==> src/rtl/dwc_pkg.sv <==
package dwc_pkg;

  localparam int INDEX_BITS_DEF = 8;
  localparam int WORD_BITS_DEF  = 80;
  localparam int IN_WORD_BITS   = 80;
  localparam int LOW_BITS       = 64;
  localparam int CODE_BITS      = 8;
  localparam int QUEUE_DEPTH    = 2;

  typedef enum logic [1:0] {
    OP_NOP     = 2'b00,
    OP_COMP    = 2'b01,
    OP_DECOMP  = 2'b10,
    OP_INVALID = 2'b11
  } op_t;

  typedef enum logic [1:0] {
    RESP_IDLE   = 2'b00,
    RESP_DECOMP = 2'b01,
    RESP_COMP   = 2'b10,
    RESP_ERROR  = 2'b11
  } resp_t;

  typedef struct packed {
    logic valid;
    op_t  op;
  } q_ctrl_t;

endpackage

==> src/rtl/dwc_front.sv <==
module dwc_front #(
  parameter int WORD_BITS = dwc_pkg::WORD_BITS_DEF
) (
  input  logic                               clk,
  input  logic                               rst_n,
  input  logic                               in_valid,
  output logic                               in_ready,
  input  logic [1:0]                         in_opcode,
  input  logic [dwc_pkg::LOW_BITS-1:0]       in_word_low,
  input  logic [dwc_pkg::IN_WORD_BITS-dwc_pkg::LOW_BITS-1:0] in_word_high,
  input  logic [dwc_pkg::CODE_BITS-1:0]      in_code_in,
  output dwc_pkg::q_ctrl_t                   q_ctrl,
  input  logic                               q_ready,
  output logic [WORD_BITS-1:0]               q_word,
  output logic [dwc_pkg::CODE_BITS-1:0]      q_code
);

  localparam int PW = $clog2(dwc_pkg::QUEUE_DEPTH);

  logic [WORD_BITS+dwc_pkg::IN_WORD_BITS-1:0] word_ext;
  logic [WORD_BITS-1:0]                       word_in;
  dwc_pkg::op_t                               op_in;

  dwc_pkg::op_t                    op_mem   [dwc_pkg::QUEUE_DEPTH];
  logic [WORD_BITS-1:0]            word_mem [dwc_pkg::QUEUE_DEPTH];
  logic [dwc_pkg::CODE_BITS-1:0]   code_mem [dwc_pkg::QUEUE_DEPTH];

  logic [PW-1:0] wr_ptr_r, wr_ptr_nxt;
  logic [PW-1:0] rd_ptr_r, rd_ptr_nxt;
  logic [PW:0]   cnt_r, cnt_nxt;
  logic          push, pop;

  assign word_ext = {{WORD_BITS{1'b0}}, in_word_high, in_word_low};
  assign word_in  = word_ext[WORD_BITS-1:0];

  assign op_in = dwc_pkg::op_t'(in_opcode);

  assign in_ready = (cnt_r != (PW+1)'(dwc_pkg::QUEUE_DEPTH));
  assign push     = in_valid && in_ready;
  assign pop      = q_ctrl.valid && q_ready;

  assign q_ctrl.valid = (cnt_r != '0);
  assign q_ctrl.op    = op_mem[rd_ptr_r];
  assign q_word       = word_mem[rd_ptr_r];
  assign q_code       = code_mem[rd_ptr_r];

  always_comb begin
    wr_ptr_nxt = push ? wr_ptr_r + 1'b1 : wr_ptr_r;
    rd_ptr_nxt = pop ? rd_ptr_r + 1'b1 : rd_ptr_r;
    cnt_nxt    = cnt_r + (PW+1)'(push) - (PW+1)'(pop);
  end

  always_ff @(posedge clk) begin
    if (!rst_n) begin
      wr_ptr_r <= '0;
      rd_ptr_r <= '0;
      cnt_r    <= '0;
    end else begin
      wr_ptr_r <= wr_ptr_nxt;
      rd_ptr_r <= rd_ptr_nxt;
      cnt_r    <= cnt_nxt;
    end
  end

  always_ff @(posedge clk) begin
    if (push) begin
      op_mem[wr_ptr_r]   <= op_in;
      word_mem[wr_ptr_r] <= word_in;
      code_mem[wr_ptr_r] <= in_code_in;
    end
  end

endmodule

==> config.mk <==
export PLATFORM = sky130hd
export DESIGN_NAME = dwc_front
export DESIGN_NICKNAME = d
export VERILOG_FILES = /design/src/rtl/dwc_pkg.sv /design/src/rtl/dwc_front.sv
export SDC_FILE = /design/constraint.sdc
export NUM_CORES = 1
export LEC_CHECK = 0
export ABC_AREA = 1
export BUFFER_PORTS_ARGS = -buffer_cell sky130_fd_sc_hd__buf_4
export CAP_MARGIN = 20
export CORE_MARGIN = 4
export CORE_UTILIZATION = 55
export CTS_BUF_LIST = sky130_fd_sc_hd__clkbuf_4
export DETAILED_ROUTE_END_ITERATION = 16
export GPL_TIMING_DRIVEN = 1
export PLACE_DENSITY = 0.93
export SETUP_SLACK_MARGIN = 0.5
export SYNTH_ARGS = -nofsm -noshare
export SYNTH_HDL_FRONTEND = slang
export SYNTH_SLANG_ARGS = --single-unit
==> constraint.sdc <==
create_clock -name clk -period 6.7 [get_ports clk]
set_input_delay 0.67 -clock clk [delete_from_list [all_inputs] [get_ports clk]]
set_output_delay 0.67 -clock clk [all_outputs]
set_load 0.01 [all_outputs]
### After elaboration in Yosys (flattened, before gate mapping)

Memory sizes are Yosys's and may differ from the RTL's. A register that Yosys moved wholly into a read port is not among the register bits.
Index checks and enable logic that the tools add are counted.
Widths: inputs -> output; s select.

| word-level totals | value |
|---|---|
| register bits after elaboration | 4 |
| bits in writable memories | 180 |
| output and inout bits | 92 |
| memories kept | 3 |

Memory list:

| memory | words | width | read ports | clocked after memory_dff | write ports | RTL line | RTL |
|---|---|---|---|---|---|---|---|
| word_mem | 2 | 80 | 1 | 1 | 1 | dwc_front.sv:25 | `logic [WORD_BITS-1:0] word_mem [dwc_pkg::QUEUE_DEPTH];` |
| code_mem | 2 | 8 | 1 | 1 | 1 | dwc_front.sv:26 | `logic [dwc_pkg::CODE_BITS-1:0] code_mem [dwc_pkg::QUEUE_DEPTH];` |
| op_mem | 2 | 2 | 1 | 1 | 1 | dwc_front.sv:24 | `dwc_pkg::op_t op_mem [dwc_pkg::QUEUE_DEPTH];` |

| operators by class | value |
|---|---|
| $add $sub $neg | 4 |
| equal/unequal tests | 1 |
| mux-type cells | 8 |
| reduce and logical (&&, ||, !) cells | 3 |

Operators with widths:

| operator | number |
|---|---|
| $mux 1 | 8 |
| $add 1x1->1 const B | 2 |
| $add 2x1->2 | 1 |
| $logic_and 1x1->1 | 2 |
| $ne 2x2->1 const B | 1 |
| $reduce_bool 2->1 | 1 |
| $sub 2x1->2 | 1 |

### Depth between registers and ports, before layout

Gate-level depths: netlist of the first run.

| depth | value |
|---|---|
| depth after elaboration | 4 |
| gate-level depth with buffers | 11 |
| depth with buffers taken out | 11 |

### Worst setup path after synthesis of the first run

OpenSTA, ideal clock, no wires.

| path | value |
|---|---|
| path type | in2reg |
| start | input port in_valid |
| end | memory code_mem[1][0] in the netlist's numbering, enable pin |
| library setup time | 0.541 ns |
| data arrival time | 4.593 ns |
| data required time | 6.159 ns |
| setup slack | 1.566 ns |
| stages on the path | 2 |
| cell sequence | nand2_1 nor2_1 |

| between the ends | value |
|---|---|
| word-level cells in the longest chain between the ends | 3 |

Ends and longest elaborated chain:

| item | RTL line | RTL |
|---|---|---|
| start: declaration | dwc_front.sv:6 | `input logic in_valid,` |
| $logic_and 1x1->1 | dwc_front.sv:39 | `assign push = in_valid && in_ready;` |
| $mux 1 | dwc_front.sv:66 | `if (push) begin` |
| $mux 1 (not written as such) | dwc_front.sv:69 | `code_mem[wr_ptr_r] <= in_code_in;` |
| end: declaration | dwc_front.sv:26 |  |

Every way passes these cells.

==> results of run 1 <==
==> flip-flops by register name, indices dropped and copies added, names as in the netlist, named ones only <==
name and flops:
cnt_r 2, code_mem 16, op_mem 4, rd_ptr_r 1
word_mem 160, wr_ptr_r 1
==> cell families (layout without fill, tap and decap cells) <==
logic type	Yosys count	in the layout
and+or+nand+nor	21	21
AOI/OAI and AO/OA	1	1
buffers and inverters	17	227
xor gates and xnor gates	1	1
adders and majority gates	1	1
muxes	90	90
DFF	185	185
==> where the power goes <==
group          leakage [µW]  internal [µW]  switching, µW  total, µW
clock network      0.000174            302            346        648
registers           0.00172           1470           93.4       1560
logic               0.00164            526            397        923
==> metal layers <==
layer | up-vias | track usage | share of wire
li1 | 1624 | - | -
met2 | 140 | 0.3075 | 0.54
met4 | 0 | 0.07138 | 0.019
met5 | - | 0 | 0
met1 | 1701 | 0.1989 | 0.37
met3 | 16 | 0.06175 | 0.075
==> synthesized netlist by cell type <==
library cell and n:
xnor2_1 1, inv_1 7, dfxtp_1 5, edfxtp_1 180, nor2_1 8, ha_1 1, a21oi_1 1, nand3_1 1
buf_6 1, nor2_2 1, buf_12 9, nand2_1 11, mux2_4 90
==> area by class of cell <==
| class | instances | area (µm²) |
|---|---|---|
| flip-flops and latches | 185 | 5509 |
| well taps | 172 | 215.2 |
| fillers | 819 | 3765 |
| repair buffers | 188 | 1411 |
| clock inverters | 13 | 177.7 |
| inverters | 7 | 26.28 |
| multi-input cells | 114 | 1475 |
| clock buffers | 19 | 142.6 |
==> worst min path at each step <==
stage / cells past startpoint / slack, ps / to
detailed placement: 2 / 500 / register
CTS: 1 / 240 / word_mem[0][11]$_DFFE_PP_
global placement: 2 / 480 / rd_ptr_r$_SDFFE_PN0P_
global route: 1 / 210 / word_mem[0][78]$_DFFE_PP_
finish: 1 / 300 / word_mem[0][11]$_DFFE_PP_
floorplan: 2 / 470 / register
==> worst register-to-register path, cell delays in order, from the launching register on <==
cell and delay, ps:
dfxtp_1 390, inv_1 50, nand2_1 90, nand2_1 230, nor2_4 720, buf_4 820
==> cells in the final DEF (no fill, tap or decap) <==
cell type	n
edfxtp_1	180
dfxtp_1	4
clkbuf_4	19
bufinv_16	4
inv_1	7
clkinv_4	3
clkinv_1	1
clkinv_2	4
nor2_2	1
mux2_4	90
nand2_1	11
ha_1	1
clkinvlp_4	1
nand3_1	1
a21oi_1	1
dfxtp_4	1
buf_4	188
xnor2_1	1
nor2_4	2
nor2_1	6
==> per-stage QoR <==
| stage | total power [µW] | area (µm²) | worst slack [ps] |
|---|---|---|---|
| floorplan | 2192 | 7183 | 1566 |
| global placement | 2485 | 8637 | 3823 |
| detailed placement | 2526 | 8637 | 3748 |
| CTS | 3165 | 8957 | 3151 |
| global route | 3290 | 8957 | 3035 |
| finish | 3133 | 8957 | 3250 |
==> results.json, run 1 <==
{
  "synth_top_area_frac": 0.7525,
  "start_util": 0.5646,
  "grt_start_max_net_pins": 66,
  "setup_viol": 0,
  "power_leakage_uw": 0.003535,
  "vias": 3481,
  "hpwl_um": 9047,
  "yosys-mux-area-fraction": 0.1881,
  "synth_cell_types": 13,
  "route.detailed.drc": 0,
  "seq_area_frac_synth": 0.7664,
  "crit_end": "q_word[35]",
  "cts_made_buffers": 17,
  "ys_warn_count": 0,
  "r2r_start": "cnt_r[0]$_SDFF_PN0_",
  "die_y_um": 122.3,
  "synth_top_family_by_area": "multiplexers",
  "final.period_utilization": 0.5150,
  "max_clock_freq_mhz": 289.8,
  "cts_hold_buf": 0,
  "ios": 186,
  "layoutNonFillerInstCount": 698,
  "r2r-end": "word_mem[0][44]$_DFFE_PP_",
  "routed_via_density": 4.987,
  "hp-start": "in_word_low[11]",
  "finalWirelength_um": 12920,
  "clk_pin_slew_ps": 140,
  "fp-row-count": 41,
  "drv_slew": 0,
  "cts_buffer_depth": 2,
  "netlist_area_mm2": 0.007183,
  "synth_compound_area_frac": 0.0006967,
  "hold_class": "in2reg",
  "cts_sinks": 185,
  "cp_cell_sequence": "buf_4, mux2_4, buf_4",
  "crit_path_max_incr_delay_ps": 940,
  "drtIter0Drc": 213,
  "clk_latency_ps": 540,
  "antenna_left": 0,
  "yosys-top-cells-area": "edfxtp_1 75%, mux2_4 19%, buf_12 2.5%",
  "synth_cells": 316,
  "grt_overflow": 0,
  "grt_first_pass_wirelength_um": 19280,
  "grt_antenna_before_repair": 0,
  "critPathSlowestCell": "dfxtp_4",
  "endpoint_kind": "output port",
  "yosysTopAreaCell": "edfxtp_1",
  "path_buf_inv": 2,
  "cpMostUsedCell": "buf_4",
  "reg2regPathDepth": 5,
  "synthAdderAreaFrac": 0.001742,
  "cts_tree": "done",
  "period_needed_ps": 3450,
  "worst_pin_slew_ps": 892.7,
  "clockRootBuffer": "clkbuf_4",
  "hold_viol_final": 0,
  "synth-xor-area-share": 0.001219,
  "yosys.area_share.simple": 0.01150,
  "tns_ps": 0,
  "final_core_util": 0.7041,
  "crit_required_ps": 6030,
  "cp_top_family": "flip-flops",
  "core_area_mm2": 0.01272,
  "first_global_vias": 3718,
  "dpl.cell_count": 666,
  "ir_drop_mv": 0.2275,
  "hold_ws_ps": 295.7,
  "crit_cells": 3,
  "grt_use_total": 0.1766,
  "ctsResizeCount": 0,
  "slew_headroom": 0.4048,
  "path_class": "reg2out",
  "gp_congestion": 0.6979,
  "grt_setup_unrepaired": "false",
  "status": "complete, no violations",
  "chipWidth_um": 122.3,
  "syn_area_per_cell_um2": 22.73,
  "worst_ep_arrival_time_ps": 2780,
  "critPathLaunchType": "register",
  "power_density_mw_per_mm2": 349.8,
  "port-buffer-count": 185,
  "cts_max_level": 4,
  "num_antenna_cells": 0,
  "ys_ff_latch": 185,
  "drive_gt1_frac": 0.5951,
  "finalClockSkew_ps": 18.75,
  "post-cts-setup-buffers": 0,
  "wl_per_cell_um": 18.52,
  "r2r_setup_slack_ps": 3980,
  "area.growth.synth_to_final_pct": 24.70,
  "final_nets": 608,
  "drt_pass1_iterations": 4,
  "syn_nets": 411,
  "design.die.area_mm2": 0.01495,
  "crit_path_max_fanout": 48,
  "cap_violations": 0
}
(Power assumes the default switching activity.)
==> run 2: changes to the inputs <==
==> constraint.sdc (replaced) <==
create_clock -name clk -period 3.2 [get_ports clk]
set_input_delay 0.32 -clock clk [delete_from_list [all_inputs] [get_ports clk]]
set_output_delay 0.32 -clock clk [all_outputs]
set_load 0.01 [all_outputs]
==> run 2 against run 1 <==
Against the previous run: total power increased by 120%; clock power increased by 130%; critical path depth unchanged; register-to-register slack got worse by 2600 ps; cell count increased by 13%; combinational power increased by 130%; design area increased by 11%; hold slack improved by 19 ps; worst setup slack got worse by 2400 ps; sequential power increased by 100%; sequential share of layout area decreased by 6.1 points; critical path type unchanged; critical endpoint is now q_word[1]; largest power group unchanged.
==> results.json, run 2 (synthesis results as in run 1) <==
{
  "area.growth.synth_to_final_pct": 38.46,
  "grt_start_max_net_pins": 92,
  "cts_tree": "done",
  "clockRootBuffer": "clkbuf_4",
  "start_util": 0.5646,
  "grt_setup_unrepaired": "false",
  "hold_class": "in2reg",
  "reg_top3": "word_mem x160, code_mem x16, op_mem x4",
  "crit_path_max_incr_delay_ps": 450,
  "path_buf_inv": 2,
  "ios": 186,
  "grt_use_total": 0.1989,
  "p_total_uw": 6836,
  "cts_made_buffers": 17,
  "mostFrequentLayoutCells": "185 x buf_4, 180 x edfxtp_1, 91 x dlygate4sd3_1, 90 x mux2_4, 17 x clkbuf_4",
  "power_leakage_uw": 0.003935,
  "setup_viol": 0,
  "worst_pin_slew_ps": 755.3,
  "cp_cell_sequence": "buf_12, mux2_4, buf_4",
  "chipWidth_um": 122.3,
  "final_nets": 699,
  "critPathSlowestCell": "buf_12",
  "drive_gt1_frac": 0.5041,
  "core_area_mm2": 0.01272,
  "clk_latency_ps": 560,
  "route.detailed.drc": 0,
  "r2r_setup_slack_ps": 1370,
  "r2r-end": "word_mem[0][3]$_DFFE_PP_",
  "path_class": "reg2out",
  "finalClockSkew_ps": 21.94,
  "ir_drop_mv": 0.5939,
  "layoutNonFillerInstCount": 790,
  "hpwl_um": 8284,
  "grt_overflow": 0,
  "drt_pass1_iterations": 4,
  "grt_first_pass_wirelength_um": 21970,
  "first_global_vias": 4177,
  "cp_top_family": "buffers and inverters",
  "status": "complete, no violations",
  "whs_path_depth": 6,
  "fp-row-count": 41,
  "crit_path_max_fanout": 90,
  "tns_ps": 0,
  "gp_congestion": 0.6821,
  "endpoint_kind": "output port",
  "vias": 3839,
  "crit_cells": 3,
  "antenna_left": 0,
  "slew_headroom": 0.4965,
  "worst_ep_arrival_time_ps": 2070,
  "hp-start": "q_ready",
  "regMostFlops": "word_mem",
  "power_density_mw_per_mm2": 687.3,
  "largest_reg_flops": 160,
  "max_clock_freq_mhz": 418.8,
  "crit_required_ps": 2880,
  "r2r_start": "cnt_r[0]$_SDFF_PN0_",
  "critPathLaunchType": "register",
  "cts_sinks": 185,
  "dpl_cell_area_mm2": 0.008675,
  "grt_antenna_before_repair": 0,
  "clk_pin_slew_ps": 140,
  "min_to": "rd_ptr_r$_SDFFE_PN0P_",
  "hold_viol_final": 0,
  "cts_buffer_depth": 2,
  "wl_per_cell_um": 18.54,
  "cts_max_level": 4,
  "hold_ws_ps": 315.0,
  "final_area_mm2": 0.009946,
  "reg2regPathDepth": 5,
  "design.die.area_mm2": 0.01495,
  "period_needed_ps": 2388,
  "port-buffer-count": 185,
  "die_y_um": 122.3,
  "drtIter0Drc": 174,
  "cap_violations": 0,
  "ctsResizeCount": 0,
  "final.period_utilization": 0.7461,
  "final_common_cell": "buf_4",
  "finalWirelength_um": 14650,
  "dpl.cell_count": 666,
  "drv_slew": 0,
  "routed_via_density": 4.859
}
run 2: cell count changes in the layout (fill, tap and decap cells not counted), sizes merged:
cell	delta
bufinv	+2
clkbuf	-2
clkinv	-1
clkinvlp	+1
diode	+1
dlygate4sd3	+91
run 2: cell type report:
class	instances	area, µm²
clock inverter	15	230.2
tap	172	215.2
inverter	7	26.28
fill	671	2776
multi-input combinational	114	1475
timing repair buffer	279	2360
antenna	1	2.502
sequential	185	5509
clock buffer	17	127.6
run 2: worst register-to-register path, delay by kind of cell, from the launching register on:
family,cells,cell delay [ps]
buf+inv,2,480
simple gates,3,500
flops,1,420
run 2: through the flow:
stage,setup slack (ps),utilization
final,812.5,0.7818
after global routing,724.9,0.7816
after CTS,818.5,0.7816
after detailed placement,1475,0.6818
after global placement,1489,0.6818
after floorplan,-259.1,-
run 2: metal layers:
layer,GRT usage,share of wire
met1,0.2190,0.37
met2,0.3659,0.55
met3,0.05576,0.061
met4,0.07208,0.019
met5,0,0
run 2: what timing repair did:
action	4_1_cts	5_1_grt
buffers inserted	0	0
hold buffers	91	0
endpoints found under the setup margin	0	0
endpoints found under the hold margin	185	0
run 2: power by group:
part / switching [µW] / total (µW) / internal, µW
Sequential: 110 / 3180 / 3070
Clock: 727 / 1490 / 766
Combinational: 963 / 2160 / 1200
run 2: worst max-delay path by stage:
stage                                          end  slack (ps)                 from
final                                    q_word[1]         810             register
after CTS                               q_word[12]         820             register
after global routing                     q_word[3]         720             register
after floorplan           code_mem[1][0]$_DFFE_PP_        -260  cnt_r[0]$_SDFF_PN0_
after detailed placement                 q_word[3]        1480             register
after global placement                   q_code[5]        1490             register
==> run 3: changes to the inputs <==
==> constraint.sdc (replaced) <==
create_clock -name clk -period 2.4 [get_ports clk]
set_input_delay 0.24 -clock clk [delete_from_list [all_inputs] [get_ports clk]]
set_output_delay 0.24 -clock clk [all_outputs]
set_load 0.01 [all_outputs]
==> run 3 against run 2 <==
Against the previous run: clock power increased by 24%; clock skew decreased by 1.3 ps; sequential share of layout area decreased by 2.5 points; worst setup slack got worse by 370 ps; via count increased by 7.0%; critical path depth increased by 1; hold slack got worse by 240 ps; design area increased by 4.7%.
==> results.json, run 3 (synthesis results as in run 1) <==
{
  "area.growth.synth_to_final_pct": 44.94,
  "hold_class": "in2reg",
  "finalWirelength_um": 17100,
  "drtIter0Drc": 230,
  "mostFrequentLayoutCells": "180 x edfxtp_1, 156 x buf_4, 91 x dlygate4sd3_1, 90 x mux2_4, 38 x buf_6",
  "grt_antenna_before_repair": 1,
  "port-buffer-count": 185,
  "fp-row-count": 41,
  "wl_per_cell_um": 21.08,
  "hold_viol_final": 0,
  "grt_overflow": 0,
  "final_common_cell": "edfxtp_1",
  "layout_setup_ws_ps": 440.6,
  "status": "complete, no violations",
  "largest_reg_flops": 160,
  "final.period_utilization": 0.8164,
  "gp_congestion": 0.7518,
  "final_core_util": 0.8184,
  "start_util": 0.5646,
  "critPathLaunchType": "register",
  "route.detailed.drc": 0,
  "power_leakage_uw": 0.004131,
  "drive_gt1_frac": 0.5298,
  "chipWidth_um": 122.3,
  "hpwl_um": 9151,
  "die_y_um": 122.3,
  "first_global_vias": 4405,
  "cts_max_level": 4,
  "ios": 186,
  "grt_use_total": 0.2136,
  "cap_violations": 0,
  "max_clock_freq_mhz": 510.4,
  "cts_tree": "done",
  "crit_required_ps": 2160,
  "drt_pass1_iterations": 4,
  "pre_cts_ws_ps": 761.0,
  "clk_pin_slew_ps": 150,
  "core_area_mm2": 0.01272,
  "cts_made_buffers": 17,
  "routed_via_density": 5.067,
  "period_needed_ps": 1959,
  "worst_ep_arrival_time_ps": 1720,
  "tns_ps": 0,
  "cts_buffer_depth": 2,
  "design.die.area_mm2": 0.01495,
  "reg2regPathDepth": 10,
  "grt_setup_unrepaired": "true",
  "ir_drop_mv": 0.5798,
  "finalClockSkew_ps": 20.65,
  "crit_path_max_fanout": 9,
  "worst_pin_slew_ps": 615.8,
  "cts_sinks": 185,
  "grt_start_max_net_pins": 64,
  "slew_headroom": 0.5895,
  "endpoint_kind": "output port",
  "grt_first_pass_wirelength_um": 23380,
  "fillers": 593,
  "antenna_left": 0,
  "final_nets": 720,
  "clockRootBuffer": "clkbuf_4",
  "drv_slew": 0,
  "reg_top3": "word_mem x160, code_mem x16, op_mem x4",
  "whs_path_depth": 5,
  "power_density_mw_per_mm2": 922.9,
  "path_class": "reg2out",
  "vias": 4109,
  "regMostFlops": "word_mem",
  "setup_viol": 0,
  "clk_latency_ps": 550
}
## run 3: changes by cell type in the layout (fill, tap and decap cells not counted), moves of 4 or more
cell and delta:
buf_12 +4, buf_4 -29, buf_6 +38, clkbuf_16 +7
## run 3: critical path, cell delays in order, from the launching register on
cell and delay (ps):
dfxtp_4 420, buf_12 140, clkbuf_16 170, mux2_4 310
buf_4 150
## run 3: final cells by class
cell class              instances  area (µm²)  share of cell area
flip-flops and latches        185        5510              0.5293
repair buffers                300        2840              0.2728
multi-input cells             114        1490              0.1431
well taps                     172       215.2             0.02067
clock inverters                15       198.9             0.01911
clock buffers                  17       127.6             0.01226
inverters                       7       26.28            0.002524
diodes                          1       2.502           0.0002404
## run 3: where the power goes
part           leakage [µW]  switching, µW  internal [µW]
Clock              0.000162           1020            828
Combinational       0.00225           1480           2010
Sequential          0.00172            166           4100
Total               0.00413           2670           6940
## run 3: worst paths after layout
path                         start                    end  slack, ps
max                       register             q_word[49]        440
min                       in_valid  wr_ptr_r$_SDFFE_PN0P_         70
max reg2reg    cnt_r[1]$_SDFF_PN0_    cnt_r[1]$_SDFF_PN0_        740
min reg2reg  rd_ptr_r$_SDFFE_PN0P_  rd_ptr_r$_SDFFE_PN0P_        530
## run 3: metal layers
| layer | up-vias | part of all wire | routed length (µm) | global-route usage |
|---|---|---|---|---|
| li1 | 1846 | - | - | - |
| met1 | 2054 | 0.35 | 5931 | 0.2225 |
| met2 | 173 | 0.56 | 9603 | 0.3909 |
| met3 | 36 | 0.063 | 1077 | 0.06313 |
| met4 | 0 | 0.028 | 484 | 0.1043 |
| met5 | - | 0 | 0 | 0 |
## run 3: repair_timing
item                                    in CTS  in global routing
setup buffers                                1                  6
endpoints found under the setup margin      90                 89
pin swaps                                    0                  0
gates resized for setup                      2                 42
hold buffers                                91                  0
hold endpoints to repair                   185                  0
gates cloned                                 0                  9
## run 3: through the flow
stage	std cells	hold WS (ps)	area, µm²	power [µW]
final	811	72.62	10410	9609
after global routing	811	84.67	10410	10030
after CTS	795	14.06	9993	9092
after detailed placement	671	427.5	8741	7142
after floorplan	316	333.4	7214	6100
after global placement	671	424.9	8741	7035
